### src/hw/rtl/line_rasterizer_core_macros.svh
// assertion helpers shared by the rasterizer modules
`ifndef LINE_RASTERIZER_CORE_MACROS_SVH
`define LINE_RASTERIZER_CORE_MACROS_SVH

// property checked on every clock while out of reset
`define LRC_ASSERT(lbl, prop, msg) \
  lbl: assert property (@(posedge clk) disable iff (!rst_n) (prop)) else $error(msg);

// condition in a cycle implies a property in the next cycle
`define LRC_ASSERT_NEXT(lbl, cond, prop, msg) \
  lbl: assert property (@(posedge clk) disable iff (!rst_n) (cond) |=> (prop)) else $error(msg);

`endif

### src/hw/rtl/lr_pkg.sv
`default_nettype none

package lr_pkg;

  // field widths
  localparam int COORD_W    = 12;
  localparam int POS_W      = 13;
  localparam int DEC_W      = 16;
  localparam int STEP_W     = 15;
  localparam int COLOUR_W   = 8;
  localparam int SCREEN_W   = 13;
  localparam int ORIGIN_W   = 12;
  localparam int SIZE_W     = 13;
  localparam int CFG_IDX_W  = 2;
  localparam int CFG_DATA_W = 13;

  // defaults for the top level parameters
  localparam int DEFAULT_COORD_BITS = 12;
  localparam int DEFAULT_CMD_DEPTH  = 2;
  localparam int DEFAULT_OUT_DEPTH  = 2;

  // window size after reset
  localparam logic [SIZE_W-1:0] RESET_WIDTH  = 13'd640;
  localparam logic [SIZE_W-1:0] RESET_HEIGHT = 13'd480;

  typedef enum logic [0:0] {
    MODE_LOAD = 1'b0,
    MODE_STEP = 1'b1
  } mode_t;

  typedef enum logic [CFG_IDX_W-1:0] {
    CFG_X_ORIGIN = 2'd0,
    CFG_Y_ORIGIN = 2'd1,
    CFG_WIDTH    = 2'd2,
    CFG_HEIGHT   = 2'd3
  } cfg_reg_t;

  typedef struct packed {
    mode_t                mode;
    logic [COORD_W-1:0]   start_x;
    logic [COORD_W-1:0]   start_y;
    logic [COORD_W-1:0]   end_x;
    logic [COORD_W-1:0]   end_y;
    logic [COLOUR_W-1:0]  red_in;
    logic [COLOUR_W-1:0]  green_in;
    logic [COLOUR_W-1:0]  blue_in;
  } in_item_t;

  typedef struct packed {
    logic [SCREEN_W-1:0]  pixel_x;
    logic [SCREEN_W-1:0]  pixel_y;
    logic                 visible;
    logic [COLOUR_W-1:0]  red_out;
    logic [COLOUR_W-1:0]  green_out;
    logic [COLOUR_W-1:0]  blue_out;
    logic                 last;
  } out_item_t;

  typedef struct packed {
    logic [ORIGIN_W-1:0]  x_origin;
    logic [ORIGIN_W-1:0]  y_origin;
    logic [SIZE_W-1:0]    width;
    logic [SIZE_W-1:0]    height;
  } window_t;

  // command from the setup stage to the stepping engine
  typedef struct packed {
    logic                      is_load;
    logic                      swapped;
    logic                      descending;
    logic [POS_W-1:0]          major_pos;
    logic [POS_W-1:0]          major_end;
    logic [POS_W-1:0]          minor_pos;
    logic signed [DEC_W-1:0]   decision;
    logic signed [STEP_W-1:0]  step_diag;
    logic [STEP_W-1:0]         step_straight;
    logic [COLOUR_W-1:0]       red;
    logic [COLOUR_W-1:0]       green;
    logic [COLOUR_W-1:0]       blue;
  } cmd_t;

endpackage

`default_nettype wire

### src/hw/rtl/lr_queue.sv
`default_nettype none

module lr_queue #(
  parameter int DEPTH = lr_pkg::DEFAULT_CMD_DEPTH,
  parameter int W     = 1
) (
  input  wire logic          clk,
  input  wire logic          rst_n,
  input  wire logic          push,
  input  wire logic [W-1:0]  push_data,
  output logic               full,
  input  wire logic          pop,
  output logic [W-1:0]       pop_data,
  output logic               empty
);

  localparam int PTR_W = (DEPTH > 1) ? $clog2(DEPTH) : 1;
  localparam int CNT_W = $clog2(DEPTH + 1);

  logic [W-1:0]     mem_r [DEPTH];
  logic [PTR_W-1:0] wr_ptr_r, wr_ptr_nxt;
  logic [PTR_W-1:0] rd_ptr_r, rd_ptr_nxt;
  logic [CNT_W-1:0] count_r, count_nxt;
  logic             do_push, do_pop;

  // status flags
  assign full     = (count_r == CNT_W'(DEPTH));
  assign empty    = (count_r == '0);
  assign pop_data = mem_r[rd_ptr_r];
  assign do_push  = push && !full;
  assign do_pop   = pop && !empty;

  // pointer and count update
  always_comb begin
    wr_ptr_nxt = wr_ptr_r;
    rd_ptr_nxt = rd_ptr_r;
    count_nxt  = count_r;
    if (do_push) begin
      wr_ptr_nxt = (wr_ptr_r == PTR_W'(DEPTH - 1)) ? '0 : wr_ptr_r + 1'b1;
    end
    if (do_pop) begin
      rd_ptr_nxt = (rd_ptr_r == PTR_W'(DEPTH - 1)) ? '0 : rd_ptr_r + 1'b1;
    end
    if (do_push && !do_pop) begin
      count_nxt = count_r + 1'b1;
    end else if (do_pop && !do_push) begin
      count_nxt = count_r - 1'b1;
    end
  end

  always_ff @(posedge clk) begin
    if (!rst_n) begin
      wr_ptr_r <= '0;
      rd_ptr_r <= '0;
      count_r  <= '0;
    end else begin
      wr_ptr_r <= wr_ptr_nxt;
      rd_ptr_r <= rd_ptr_nxt;
      count_r  <= count_nxt;
    end
  end

  // entry storage
  always_ff @(posedge clk) begin
    if (do_push) begin
      mem_r[wr_ptr_r] <= push_data;
    end
  end

endmodule

`default_nettype wire

### src/hw/rtl/lr_front.sv
`default_nettype none

module lr_front #(
  parameter int COORD_BITS = lr_pkg::DEFAULT_COORD_BITS
) (
  input  wire logic             in_push,
  input  wire lr_pkg::in_item_t in_data,
  output logic                  in_full,
  output logic                  cmd_push,
  output lr_pkg::cmd_t          cmd_data,
  input  wire logic             cmd_full
);

  localparam int COORD_W = lr_pkg::COORD_W;
  localparam int POS_W   = lr_pkg::POS_W;
  localparam int DEC_W   = lr_pkg::DEC_W;
  localparam int STEP_W  = lr_pkg::STEP_W;
  localparam int USE_W   = (COORD_BITS < COORD_W) ? COORD_BITS : COORD_W;
  localparam logic [COORD_W-1:0] COORD_MASK = {COORD_W{1'b1}} >> (COORD_W - USE_W);

  logic [COORD_W-1:0] a0, b0, a1, b1;
  logic [COORD_W-1:0] adx, ady;
  logic               swap, order;
  logic [COORD_W-1:0] p0, p1, q0, q1;
  logic [COORD_W-1:0] dx, dy;
  logic [COORD_W-1:0] maj_start, maj_end, min_start;
  logic [STEP_W-1:0]  dx2, dy2;

  // accept whenever the command queue has room
  assign in_full  = cmd_full;
  assign cmd_push = in_push && !cmd_full;

  // endpoint masking and absolute deltas
  assign a0  = in_data.start_x & COORD_MASK;
  assign b0  = in_data.start_y & COORD_MASK;
  assign a1  = in_data.end_x & COORD_MASK;
  assign b1  = in_data.end_y & COORD_MASK;
  assign adx = (a1 >= a0) ? a1 - a0 : a0 - a1;
  assign ady = (b1 >= b0) ? b1 - b0 : b0 - b1;

  // major axis choice, ties go to x
  assign swap = ady > adx;
  assign p0   = swap ? b0 : a0;
  assign q0   = swap ? a0 : b0;
  assign p1   = swap ? b1 : a1;
  assign q1   = swap ? a1 : b1;
  assign dx   = swap ? ady : adx;
  assign dy   = swap ? adx : ady;

  // order endpoints so the minor coordinate rises
  assign order     = q0 > q1;
  assign maj_start = order ? p1 : p0;
  assign maj_end   = order ? p0 : p1;
  assign min_start = order ? q1 : q0;

  assign dx2 = STEP_W'({dx, 1'b0});
  assign dy2 = STEP_W'({dy, 1'b0});

  // command build
  always_comb begin
    cmd_data               = '0;
    cmd_data.is_load       = (in_data.mode == lr_pkg::MODE_LOAD);
    cmd_data.swapped       = swap;
    cmd_data.descending    = maj_end < maj_start;
    cmd_data.major_pos     = POS_W'(maj_start);
    cmd_data.major_end     = POS_W'(maj_end);
    cmd_data.minor_pos     = POS_W'(min_start);
    cmd_data.decision      = DEC_W'(dy2) - DEC_W'(dx);
    cmd_data.step_diag     = dy2 - dx2;
    cmd_data.step_straight = dy2;
    cmd_data.red           = in_data.red_in;
    cmd_data.green         = in_data.green_in;
    cmd_data.blue          = in_data.blue_in;
  end

endmodule

`default_nettype wire

### src/hw/rtl/lr_back.sv
`default_nettype none
`include "line_rasterizer_core_macros.svh"

module lr_back (
  input  wire logic             clk,
  input  wire logic             rst_n,
  input  wire logic             cmd_empty,
  input  wire lr_pkg::cmd_t     cmd_data,
  output logic                  cmd_pop,
  input  wire lr_pkg::window_t  win,
  input  wire logic             out_full,
  output logic                  out_push,
  output lr_pkg::out_item_t     out_data
);

  localparam int POS_W    = lr_pkg::POS_W;
  localparam int DEC_W    = lr_pkg::DEC_W;
  localparam int STEP_W   = lr_pkg::STEP_W;
  localparam int COLOUR_W = lr_pkg::COLOUR_W;
  localparam int SCREEN_W = lr_pkg::SCREEN_W;

  logic                      active_r, active_nxt;
  logic                      swapped_r, swapped_nxt;
  logic                      desc_r, desc_nxt;
  logic [POS_W-1:0]          major_pos_r, major_pos_nxt;
  logic [POS_W-1:0]          major_end_r, major_end_nxt;
  logic [POS_W-1:0]          minor_pos_r, minor_pos_nxt;
  logic signed [DEC_W-1:0]   decision_r, decision_nxt;
  logic signed [STEP_W-1:0]  step_diag_r, step_diag_nxt;
  logic [STEP_W-1:0]         step_straight_r, step_straight_nxt;
  logic [COLOUR_W-1:0]       red_r, red_nxt;
  logic [COLOUR_W-1:0]       green_r, green_nxt;
  logic [COLOUR_W-1:0]       blue_r, blue_nxt;

  logic             take_load, take_step;
  logic [POS_W-1:0] lx, ly;
  logic             last;

  // one command per cycle while the result queue has room
  assign cmd_pop   = !cmd_empty && !out_full;
  assign take_load = cmd_pop && cmd_data.is_load;
  assign take_step = cmd_pop && !cmd_data.is_load && active_r;
  assign out_push  = take_step;

  // current pixel in window axes
  assign lx   = swapped_r ? minor_pos_r : major_pos_r;
  assign ly   = swapped_r ? major_pos_r : minor_pos_r;
  assign last = (major_pos_r == major_end_r);

  // result item
  always_comb begin
    out_data.pixel_x   = SCREEN_W'(lx) + SCREEN_W'(win.x_origin);
    out_data.pixel_y   = SCREEN_W'(ly) + SCREEN_W'(win.y_origin);
    out_data.visible   = (SCREEN_W'(lx) < win.width) && (SCREEN_W'(ly) < win.height);
    out_data.red_out   = red_r;
    out_data.green_out = green_r;
    out_data.blue_out  = blue_r;
    out_data.last      = last;
  end

  // line state update: load replaces, step advances or, at the last pixel, ends the line
  always_comb begin
    active_nxt        = active_r;
    swapped_nxt       = swapped_r;
    desc_nxt          = desc_r;
    major_pos_nxt     = major_pos_r;
    major_end_nxt     = major_end_r;
    minor_pos_nxt     = minor_pos_r;
    decision_nxt      = decision_r;
    step_diag_nxt     = step_diag_r;
    step_straight_nxt = step_straight_r;
    red_nxt           = red_r;
    green_nxt         = green_r;
    blue_nxt          = blue_r;
    if (take_load) begin
      active_nxt        = 1'b1;
      swapped_nxt       = cmd_data.swapped;
      desc_nxt          = cmd_data.descending;
      major_pos_nxt     = cmd_data.major_pos;
      major_end_nxt     = cmd_data.major_end;
      minor_pos_nxt     = cmd_data.minor_pos;
      decision_nxt      = cmd_data.decision;
      step_diag_nxt     = cmd_data.step_diag;
      step_straight_nxt = cmd_data.step_straight;
      red_nxt           = cmd_data.red;
      green_nxt         = cmd_data.green;
      blue_nxt          = cmd_data.blue;
    end else if (take_step) begin
      if (last) begin
        active_nxt = 1'b0;
      end else begin
        if (decision_r > 0) begin
          minor_pos_nxt = minor_pos_r + 1'b1;
          decision_nxt  = decision_r + DEC_W'(step_diag_r);
        end else begin
          decision_nxt  = decision_r + $signed(DEC_W'(step_straight_r));
        end
        major_pos_nxt = desc_r ? major_pos_r - 1'b1 : major_pos_r + 1'b1;
      end
    end
  end

  always_ff @(posedge clk) begin
    if (!rst_n) begin
      active_r <= 1'b0;
    end else begin
      active_r <= active_nxt;
    end
  end

  always_ff @(posedge clk) begin
    swapped_r       <= swapped_nxt;
    desc_r          <= desc_nxt;
    major_pos_r     <= major_pos_nxt;
    major_end_r     <= major_end_nxt;
    minor_pos_r     <= minor_pos_nxt;
    decision_r      <= decision_nxt;
    step_diag_r     <= step_diag_nxt;
    step_straight_r <= step_straight_nxt;
    red_r           <= red_nxt;
    green_r         <= green_nxt;
    blue_r          <= blue_nxt;
  end

  // checks
  `LRC_ASSERT(a_push_has_room, !out_push || !out_full, "result pushed into a full queue")
  `LRC_ASSERT_NEXT(a_load_arms, take_load, active_r, "line load did not arm the engine")
  `LRC_ASSERT_NEXT(a_last_ends, take_step && last, !active_r, "line still active after last pixel")
  `LRC_ASSERT_NEXT(a_major_moves, take_step && !last, (major_pos_r == $past(major_pos_r) + 1'b1) || (major_pos_r == $past(major_pos_r) - 1'b1), "major coordinate did not move by one")

endmodule

`default_nettype wire

### src/hw/rtl/line_rasterizer_core.sv
`default_nettype none

// Bresenham line rasterizer. A load item (mode 0) sets up a line from two window-local
// endpoints and a colour and gives no result; each step item (mode 1) then gives one pixel
// in screen coordinates with a clip flag and a last marker, until the last pixel has been
// given. Items enter and results leave at one per clock unless stalled: the setup stage
// computes the major axis, ordering and error terms of a load combinationally and writes
// a command queue, and the stepping engine retires one command per cycle (one add and
// compare on the error term). An item and its result pass the command and result queue
// registers; the output side stalls only when its queue is full. Configuration registers
// may be written while no item is in flight; the write port is always ready.
module line_rasterizer_core #(
  parameter int COORD_BITS = lr_pkg::DEFAULT_COORD_BITS,
  parameter int CMD_DEPTH  = lr_pkg::DEFAULT_CMD_DEPTH,
  parameter int OUT_DEPTH  = lr_pkg::DEFAULT_OUT_DEPTH
) (
  input  wire logic                           clk,
  input  wire logic                           rst_n,
  input  wire logic                           in_push,
  input  wire lr_pkg::in_item_t               in_data,
  output logic                                in_full,
  output logic                                out_empty,
  input  wire logic                           out_pop,
  output lr_pkg::out_item_t                   out_data,
  input  wire logic                           cfg_valid,
  output logic                                cfg_ready,
  input  wire logic [lr_pkg::CFG_IDX_W-1:0]   cfg_index,
  input  wire logic [lr_pkg::CFG_DATA_W-1:0]  cfg_data
);

  localparam int CMD_W    = $bits(lr_pkg::cmd_t);
  localparam int OUT_W    = $bits(lr_pkg::out_item_t);
  localparam int ORIGIN_W = lr_pkg::ORIGIN_W;
  localparam int SIZE_W   = lr_pkg::SIZE_W;

  lr_pkg::window_t   window_r, window_nxt;
  lr_pkg::cmd_t      front_cmd, back_cmd;
  lr_pkg::out_item_t back_out;
  logic [OUT_W-1:0]  out_bits;
  logic              cmd_push, cmd_full, cmd_pop, cmd_empty;
  logic              res_push, res_full;

  // window registers
  assign cfg_ready = 1'b1;

  always_comb begin
    window_nxt = window_r;
    if (cfg_valid) begin
      unique case (lr_pkg::cfg_reg_t'(cfg_index))
        lr_pkg::CFG_X_ORIGIN: window_nxt.x_origin = cfg_data[ORIGIN_W-1:0];
        lr_pkg::CFG_Y_ORIGIN: window_nxt.y_origin = cfg_data[ORIGIN_W-1:0];
        lr_pkg::CFG_WIDTH:    window_nxt.width    = cfg_data[SIZE_W-1:0];
        lr_pkg::CFG_HEIGHT:   window_nxt.height   = cfg_data[SIZE_W-1:0];
      endcase
    end
  end

  always_ff @(posedge clk) begin
    if (!rst_n) begin
      window_r.x_origin <= '0;
      window_r.y_origin <= '0;
      window_r.width    <= lr_pkg::RESET_WIDTH;
      window_r.height   <= lr_pkg::RESET_HEIGHT;
    end else begin
      window_r <= window_nxt;
    end
  end

  // setup stage
  lr_front #(
    .COORD_BITS (COORD_BITS)
  ) u_front (
    .in_push  (in_push),
    .in_data  (in_data),
    .in_full  (in_full),
    .cmd_push (cmd_push),
    .cmd_data (front_cmd),
    .cmd_full (cmd_full)
  );

  // command queue between setup and stepping
  lr_queue #(
    .DEPTH (CMD_DEPTH),
    .W     (CMD_W)
  ) u_cmd_queue (
    .clk       (clk),
    .rst_n     (rst_n),
    .push      (cmd_push),
    .push_data (front_cmd),
    .full      (cmd_full),
    .pop       (cmd_pop),
    .pop_data  (back_cmd),
    .empty     (cmd_empty)
  );

  // stepping engine
  lr_back u_back (
    .clk       (clk),
    .rst_n     (rst_n),
    .cmd_empty (cmd_empty),
    .cmd_data  (back_cmd),
    .cmd_pop   (cmd_pop),
    .win       (window_r),
    .out_full  (res_full),
    .out_push  (res_push),
    .out_data  (back_out)
  );

  // result queue
  lr_queue #(
    .DEPTH (OUT_DEPTH),
    .W     (OUT_W)
  ) u_out_queue (
    .clk       (clk),
    .rst_n     (rst_n),
    .push      (res_push),
    .push_data (back_out),
    .full      (res_full),
    .pop       (out_pop),
    .pop_data  (out_bits),
    .empty     (out_empty)
  );

  assign out_data = out_bits;

endmodule

`default_nettype wire
### config.mk
export PLATFORM = sky130hd
export DESIGN_NAME = line_rasterizer_core
export DESIGN_NICKNAME = d
export VERILOG_FILES = /design/src/hw/rtl/lr_pkg.sv /design/src/hw/rtl/lr_queue.sv /design/src/hw/rtl/lr_front.sv /design/src/hw/rtl/lr_back.sv /design/src/hw/rtl/line_rasterizer_core.sv
export VERILOG_INCLUDE_DIRS = /design/src /design/src/hw/rtl
export SDC_FILE = /design/constraint.sdc
export NUM_CORES = 1
export LEC_CHECK = 0
export BUFFER_PORTS_ARGS = -buffer_cell sky130_fd_sc_hd__clkbuf_2
export CORE_MARGIN = 5
export CORE_UTILIZATION = 67
export CTS_BUF_LIST = sky130_fd_sc_hd__clkbuf_8 sky130_fd_sc_hd__clkbuf_16
export DETAILED_ROUTE_END_ITERATION = 12
export PLACE_DENSITY = 0.95
export SLEW_MARGIN = 10
export SYNTH_ARGS = -nofsm -noshare
export SYNTH_HDL_FRONTEND = slang
export SYNTH_SLANG_ARGS = --single-unit
### constraint.sdc
create_clock -name clk -period 19.2 [get_ports clk]
set_input_delay 1.92 -clock clk [delete_from_list [all_inputs] [get_ports clk]]
set_output_delay 1.92 -clock clk [all_outputs]
set_load 0.03 [all_outputs]
==> results of run 1 <==
[sequential cells by signal, summed over array words and instances, names as in the netlist, named ones only]
signal / cells
u_cmd_queue.mem_r: 204
u_out_queue.mem_r: 104
window_r: 50
u_back.decision_r: 16
u_back.major_pos_r: 13
u_back.minor_pos_r: 13
u_back.step_diag_r: 13
u_back.major_end_r: 12
u_back.step_straight_r: 12
u_back.blue_r: 8
u_back.green_r: 8
u_back.red_r: 8
u_cmd_queue.count_r: 2
u_out_queue.count_r: 2
u_back.active_r: 1
u_back.desc_r: 1
u_back.swapped_r: 1
u_cmd_queue.rd_ptr_r: 1
u_cmd_queue.wr_ptr_r: 1
u_out_queue.rd_ptr_r: 1
u_out_queue.wr_ptr_r: 1
[worst reg2reg max path: stages (launching register included)]
cell and delay, ns:
edfxtp_1 0.46, nor4_1 0.49, a41oi_1 0.22, buf_4 0.27
mux2_2 0.33, ha_1 0.24, fa_1 0.43, a21o_1 0.19
a21oi_1 0.29, o21bai_1 0.11, a21oi_1 0.31, o21bai_1 0.10
a21oi_1 0.35, o21ai_0 0.25, a2111o_1 0.42, a31oi_1 0.23
xnor2_1 0.21, a21oi_1 0.15
[final cells by class]
class	instances	area [um^2]	share of cell area, %
timing repair buffer	162	851	3.03
clock inverter	36	238	0.847
tap	511	639	2.28
sequential	474	13600	48.6
antenna	1	2.50	0.00892
multi-input combinational	1443	11000	39.1
inverter	153	578	2.06
clock buffer	47	1160	4.15
[power by group]
part / switching, mW / internal (mW) / total [mW] / leakage (nW)
logic: 1.72 / 1.01 / 2.73 / 5.90
clock network: 0.379 / 0.468 / 0.847 / 0.746
registers: 0.157 / 1.66 / 1.82 / 4.31
[cell families after synthesis]
group	Yosys count	share of synthesized area, %
fa+ha+maj	178	9.02
mux	247	10.5
flops	474	53.5
compound gates	462	11.6
xor+xnor	95	3.30
buf+inv	234	3.52
other cells	1	0.0147
simple gates	460	8.48
[layer usage]
layer  track usage [%]  routed length (um)
met3              5.26                5470
met5                 0                   0
met4              15.9                3990
met2              52.7               31900
met1              39.3               25100
[layout by cell type (no fill, tap or decap), types with 21 or more instances in the layout]
| master | count |
|---|---|
| mux2_2 | 163 |
| a21oi_1 | 150 |
| dfxtp_1 | 59 |
| o21ai_0 | 102 |
| o21a_1 | 22 |
| inv_1 | 164 |
| mux2i_1 | 83 |
| clkbuf_16 | 46 |
| clkbuf_2 | 146 |
| nand2b_1 | 21 |
| a21boi_0 | 50 |
| a21o_1 | 25 |
| edfxtp_1 | 413 |
| xnor2_1 | 65 |
| nor2_1 | 139 |
| ha_1 | 169 |
| xor2_1 | 29 |
| nand2_1 | 146 |
| nor2b_1 | 35 |
[worst max-delay path by stage]
stage,depth (start not counted),from,slack (ns),endpoint
after detailed placement,41,in_data[36],7.82,u_cmd_queue.mem_r[0][103]
after CTS,41,in_data[36],8.35,u_cmd_queue.mem_r[0][103]
after global routing,41,in_data[36],7.34,u_cmd_queue.mem_r[0][103]
after floorplan,45,in_data[36],9.15,u_cmd_queue.mem_r[0][103]
final,41,in_data[36],8.08,u_cmd_queue.mem_r[1][103]
after global placement,41,in_data[36],8.05,u_cmd_queue.mem_r[0][103]
==> results.yml, run 1 <==
run_status:
  status: "completed"
synth:
  synth.distinct_cells: 82
  ys.flop_type: "edfxtp_1"
  synth.top_cells.by_count: "413 x edfxtp_1, 169 x ha_1, 163 x mux2_2"
  netlist_area_um2: 25500
  synth.most_common_cell: "edfxtp_1"
  synthCells: 2151
  yosysTopAreaCell: "edfxtp_1"
  postSynthAreaPerCell_um2: 11.8
  synth_top_area_share_pct: 48.7
  yosys_warnings: 0
  async_flop_share_pct: 0
  synth_edf_count: 413
  synth_nets: 2422
  yosysSeqAreaShare_pct: 53.5
  synth_area_leaders: "edfxtp_1 49%, ha_1 8.3%, mux2_2 7.2%, dfxtp_1 4.8%, mux2i_1 3.3%"
  synth_seq_cells: 474
timing:
  fin_skew_ns: 0.0212
  final_max_slew_viol_count: 0
  final.setup.tns_ns: 0
  period_needed_ns: 11.12
  rsz0062_at_grt: "no"
  finalWorstSetupSlack_ns: 8.08
  final_hold_viol_count: 0
  max_slew_margin_pct: 17.2
  final-setup-viol-count: 0
  worstMarginPinSlew_ns: 1.24
  worst_hold_slack_ns: 0.445
  min_period_over_period_pct: 57.9
  max_freq_mhz: 89.9
drt:
  routed_wl_um: 66500
  drt-initial-drc-count: 1957
  drc: 0
  routed_via_density: 6.39
  num_vias: 18100
  wl_per_cell_um: 23.5
  ant_nets: 0
  dr.pass1.iters: 12
worst_setup_path:
  slowest_stage: "a211oi_2"
  start_kind: "primary input"
  cp-end-kind: "flip-flop"
  crit_type: "in2reg"
  critPathArrivalTime_ns: 11.51
  cp_slowest_stage_delay_ns: 0.61
  reg2regPathDepth: 17
  r2r_slack_ns: 13.89
  rr_startpoint: "u_back.decision_r[2]"
  crit_path_max_fanout: 104
  cp_top_family: "compound AO/OA/AOI/OAI gates"
  critPathBufInv: 7
  cp.required_ns: 19.58
  r2r_end: "u_back.decision_r[15]"
  crit_path_frequent_cell: "o21ai_0"
floorplanning:
  core_um2: 37600
  die_x_um: 205
  start_util_pct: 67.7
  rows: 71
  ios: 148
  die_y_um: 205
  dieArea_um2: 42000
grt:
  grt_usage_pct: 31.3
  antenna_found_initial: 0
  grt_max_degree: 105
  grt_pass1_wl_um: 102000
  grt_overflow: 0
  grt_pass1_vias: 18100
clock_network:
  cts_tree: "yes"
  clockBufferDepth: 3
  cts_resized: 0
  numCtsBuffers: 45
  clkSlewWorstSetupHoldPaths_ns: 0.06
  cts_max_level: 2
  clock_sinks: 474
  root_buffer: "clkbuf_16"
  cts_hold_buf: 0
  clk-insertion-delay-late_ns: 0.57
  postCtsSetupBuffers: 0
min_path:
  hold_path_end: "u_out_queue.mem_r[1][18]"
  holdCritStartpoint: "u_back.red_r[1]"
  hold_path_class: "reg2reg"
  whs_path_depth: 0
power_and_ir_drop:
  p_per_area_nw_per_um2: 192
  power_mw: 5.39
  peakVddDrop_v: 0.000203
  p_leak_nw: 11.0
finish:
  area_delta_synth_final_pct: 10.3
  finish.utilization_pct: 74.7
  fin_nets: 2550
  nFillCells: 2198
  drive_above_1_share_pct: 18.5
  fin_area_um2: 28100
  instances_no_fill: 2827
placement:
  port_buffers: 146
  dp_cells: 2743
  place_ws_ns: 7.82
  placed_cell_area_um2: 26700
  dp_hpwl_um: 47000
  gp_congestion: 0.948
run:
  max_cap_violations: 0
Power figures use the tool's default switching activity.
==> run 2: changes to the inputs <==
--- a/config.mk
+++ b/config.mk
@@ -6,12 +6,13 @@
 export SDC_FILE = /design/constraint.sdc
 export NUM_CORES = 1
 export LEC_CHECK = 0
+export ABC_AREA = 1
 export BUFFER_PORTS_ARGS = -buffer_cell sky130_fd_sc_hd__clkbuf_2
 export CORE_MARGIN = 5
-export CORE_UTILIZATION = 67
+export CORE_UTILIZATION = 62
 export CTS_BUF_LIST = sky130_fd_sc_hd__clkbuf_8 sky130_fd_sc_hd__clkbuf_16
 export DETAILED_ROUTE_END_ITERATION = 12
-export PLACE_DENSITY = 0.95
+export PLACE_DENSITY = 0.89
 export SLEW_MARGIN = 10
 export SYNTH_ARGS = -nofsm -noshare
 export SYNTH_HDL_FRONTEND = slang
==> constraint.sdc (replaced) <==
create_clock -name clk -period 11.42 [get_ports clk]
set_input_delay 1.142 -clock clk [delete_from_list [all_inputs] [get_ports clk]]
set_output_delay 1.142 -clock clk [all_outputs]
set_load 0.03 [all_outputs]
==> results.yml, run 2 <==
finish:
  area_delta_synth_final_pct: 10.0
  top_regs: "u_cmd_queue.mem_r x204, u_out_queue.mem_r x104, window_r x50"
  drive_above_1_share_pct: 12.3
  top_register: "u_cmd_queue.mem_r"
  instances_no_fill: 3547
  fin_nets: 3244
  largest_register_ffs: 204
  antenna_cells: 0
  layout_commonest_cell: "nand2_1"
  layout_common_cells: "836 x nand2_1, 413 x edfxtp_1, 325 x inv_1"
grt:
  antenna_found_initial: 0
  use_met3_pct: 4.44
  grt_pass1_wl_um: 109000
  grt_max_degree: 102
  met2_usage_pct: 50.3
  grtUsageMet1_pct: 37.6
  grt_pass1_vias: 21000
  top_usage_layer: "met2"
  grt_overflow: 0
  grt_usage_pct: 29.0
synth:
  synth.most_common_cell: "nand2_1"
  synth_nets: 3125
  synth.distinct_cells: 51
  synth.top_cells.by_count: "836 x nand2_1, 413 x edfxtp_1, 322 x inv_1"
  postSynthAreaPerCell_um2: 9.23
  yosys_warnings: 0
  synth_edf_count: 413
  synth_top_area_share_pct: 47.1
  yosysTopAreaCell: "edfxtp_1"
  ys.flop_type: "edfxtp_1"
  synth_area_leaders: "edfxtp_1 47%, nand2_1 12%, ha_1 8.0%, dfxtp_1 4.6%, inv_1 4.6%"
  yosysSeqAreaShare_pct: 51.7
  synth_seq_cells: 474
  synthCells: 2854
  async_flop_share_pct: 0
  netlist_area_um2: 26300
drt:
  drt-initial-drc-count: 2125
  routed_via_density: 5.88
  ant_nets: 0
  routed_wl_um: 69200
  drc: 1
  wl_per_cell_um: 19.5
  num_vias: 20900
  dr.pass1.iters: 12
worst_setup_path:
  slowest_stage: "buf_4"
  cp.required_ns: 11.81
  crit_start: "in_data[24]"
  crit_type: "in2reg"
  critPathArrivalTime_ns: 8.08
  crit_path_max_fanout: 88
  crit_path_frequent_cell: "inv_1"
  rr_startpoint: "u_back.decision_r[2]"
  start_kind: "primary input"
  cp_slowest_stage_delay_ns: 0.65
  cp_top_family: "simple AND/OR/NAND/NOR gates"
  cp-end-kind: "flip-flop"
  critPathBufInv: 9
clock_network:
  root_buffer: "clkbuf_16"
  cts_resized: 0
  clockBufferDepth: 3
  numCtsBuffers: 44
  clk-insertion-delay-late_ns: 0.56
  clkSlewWorstSetupHoldPaths_ns: 0.06
  postCtsSetupBuffers: 0
  cts_tree: "yes"
  cts_max_level: 2
  clock_sinks: 474
  cts_hold_buf: 0
placement:
  dp_cells: 3466
  port_buffers: 146
  place_ws_ns: 3.29
  gp_congestion: 1.02
  dp_hpwl_um: 49500
power_and_ir_drop:
  peakVddDrop_v: 0.000223
  p_seq_share_pct: 33.9
  power_frac_comb_pct: 49.4
  intPower_mw: 5.09
  swShare_pct: 43.3
  clock_power_share_pct: 16.7
  p_leak_nw: 13.0
  netSwitchingPower_mw: 3.89
  p_per_area_nw_per_um2: 310
timing:
  final_max_slew_viol_count: 0
  final-setup-viol-count: 0
  min_period_over_period_pct: 67.3
  fin_skew_ns: 0.0108
  period_needed_ns: 7.69
  final_hold_viol_count: 0
  final.setup.tns_ns: 0
  worstMarginPinSlew_ns: 1.15
  max_slew_margin_pct: 23.6
  finalWorstSetupSlack_ns: 3.73
  max_freq_mhz: 130
  rsz0062_at_grt: "no"
min_path:
  hold_path_class: "reg2reg"
  holdCritStartpoint: "u_back.red_r[6]"
floorplanning:
  ios: 148
  die_y_um: 216
  start_util_pct: 62.8
  dieArea_um2: 46700
  rows: 75
  core_um2: 41900
  die_x_um: 216
run_status:
  violations: "design-rule violations"
  status: "complete, but fails checks"
run:
  max_cap_violations: 0
[run 2: changes by cell type in the layout (fill, tap and decap cells not counted), moves of 37 or more]
| cell | before | now |
|---|---|---|
| xor2_1 | 29 | 66 |
| inv_1 | 164 | 325 |
| a21boi_0 | 50 | 2 |
| xnor2_1 | 65 | 17 |
| mux2_2 | 163 | 64 |
| mux2i_1 | 83 | 0 |
| nand2_1 | 146 | 836 |
| o21ai_0 | 102 | 177 |
| nand3_1 | 15 | 107 |
[run 2: final timing paths]
| check | depth (start not counted) | endpoint | slack (ns) |
|---|---|---|---|
| max | 39 | u_cmd_queue.mem_r[0][103] | 3.73 |
| min | 0 | u_out_queue.mem_r[0][23] | 0.45 |
| max reg2reg | 16 | u_back.decision_r[13] | 6.81 |
| min reg2reg | 0 | u_out_queue.mem_r[0][23] | 0.45 |
[run 2: layout make-up]
cell class,count,area (um^2)
timing repair buffer,161,843
multi-input combinational,1964,11100
clock inverter,33,308
tap,539,674
fill,2942,13000
inverter,328,1230
clock buffer,48,1190
sequential,474,13600
[run 2: cells by family (layout without fill, tap and decap cells)]
| logic type | Yosys count | in the layout | share of synthesized area [%] |
|---|---|---|---|
| muxes | 64 | 64 | 2.74 |
| AOI/OAI and AO/OA | 447 | 447 | 9.21 |
| and+or+nand+nor | 1190 | 1190 | 18.5 |
| buffers and inverters | 416 | 570 | 6.24 |
| other | 1 | 1 | 0.0142 |
| adders and majority gates | 178 | 178 | 8.71 |
| xor gates and xnor gates | 84 | 84 | 2.82 |
| DFF | 474 | 474 | 51.7 |
[run 2: worst reg2reg max path: stages, from the launching register on]
cell,delay (ns)
edfxtp_1,0.48
nor4_1,0.52
nand4_1,0.16
nand2_1,0.61
mux2_2,0.43
ha_1,0.23
fa_1,0.42
nand3_1,0.09
nand2_1,0.08
nand2_1,0.10
nand2_1,0.07
a21oi_1,0.30
o21ai_0,0.23
a21oi_1,0.26
o21ai_0,0.14
o21ai_0,0.16
nand2_1,0.07
[run 2: metrics by stage]
step / cell area [um^2] / hold WS [ns] / utilization, % / power (mW)
after global routing: 29000 / 0.467 / 69.1 / 9.54
after CTS: 29000 / 0.447 / 69.1 / 8.90
final: 29000 / 0.447 / 69.1 / 8.98
after detailed placement: 27500 / 0.430 / 65.5 / 7.30
after global placement: 27500 / 0.422 / 65.5 / 7.02
after floorplan: 26300 / 0.421 / - / 6.12
[run 2: power by group through the flow]
stage          Clock [mW]  Sequential, mW  Combinational [mW]
2_1_floorplan           0            2.99                3.12
3_3_place_gp            0            3.03                3.99
3_5_place_dp            0            3.06                4.24
4_1_cts              1.50            3.04                4.35
5_1_grt              1.58            3.08                4.88
6_report             1.50            3.05                4.43
[run 2: metal layers]
| layer | routed length, um | vias to the layer above | part of all wire, % |
|---|---|---|---|
| li1 | - | 9787 | - |
| met1 | 27400 | 9781 | 40 |
| met2 | 33800 | 1093 | 49 |
| met3 | 5600 | 206 | 8.1 |
| met4 | 2340 | 0 | 3.4 |
| met5 | 0 | - | 0 |
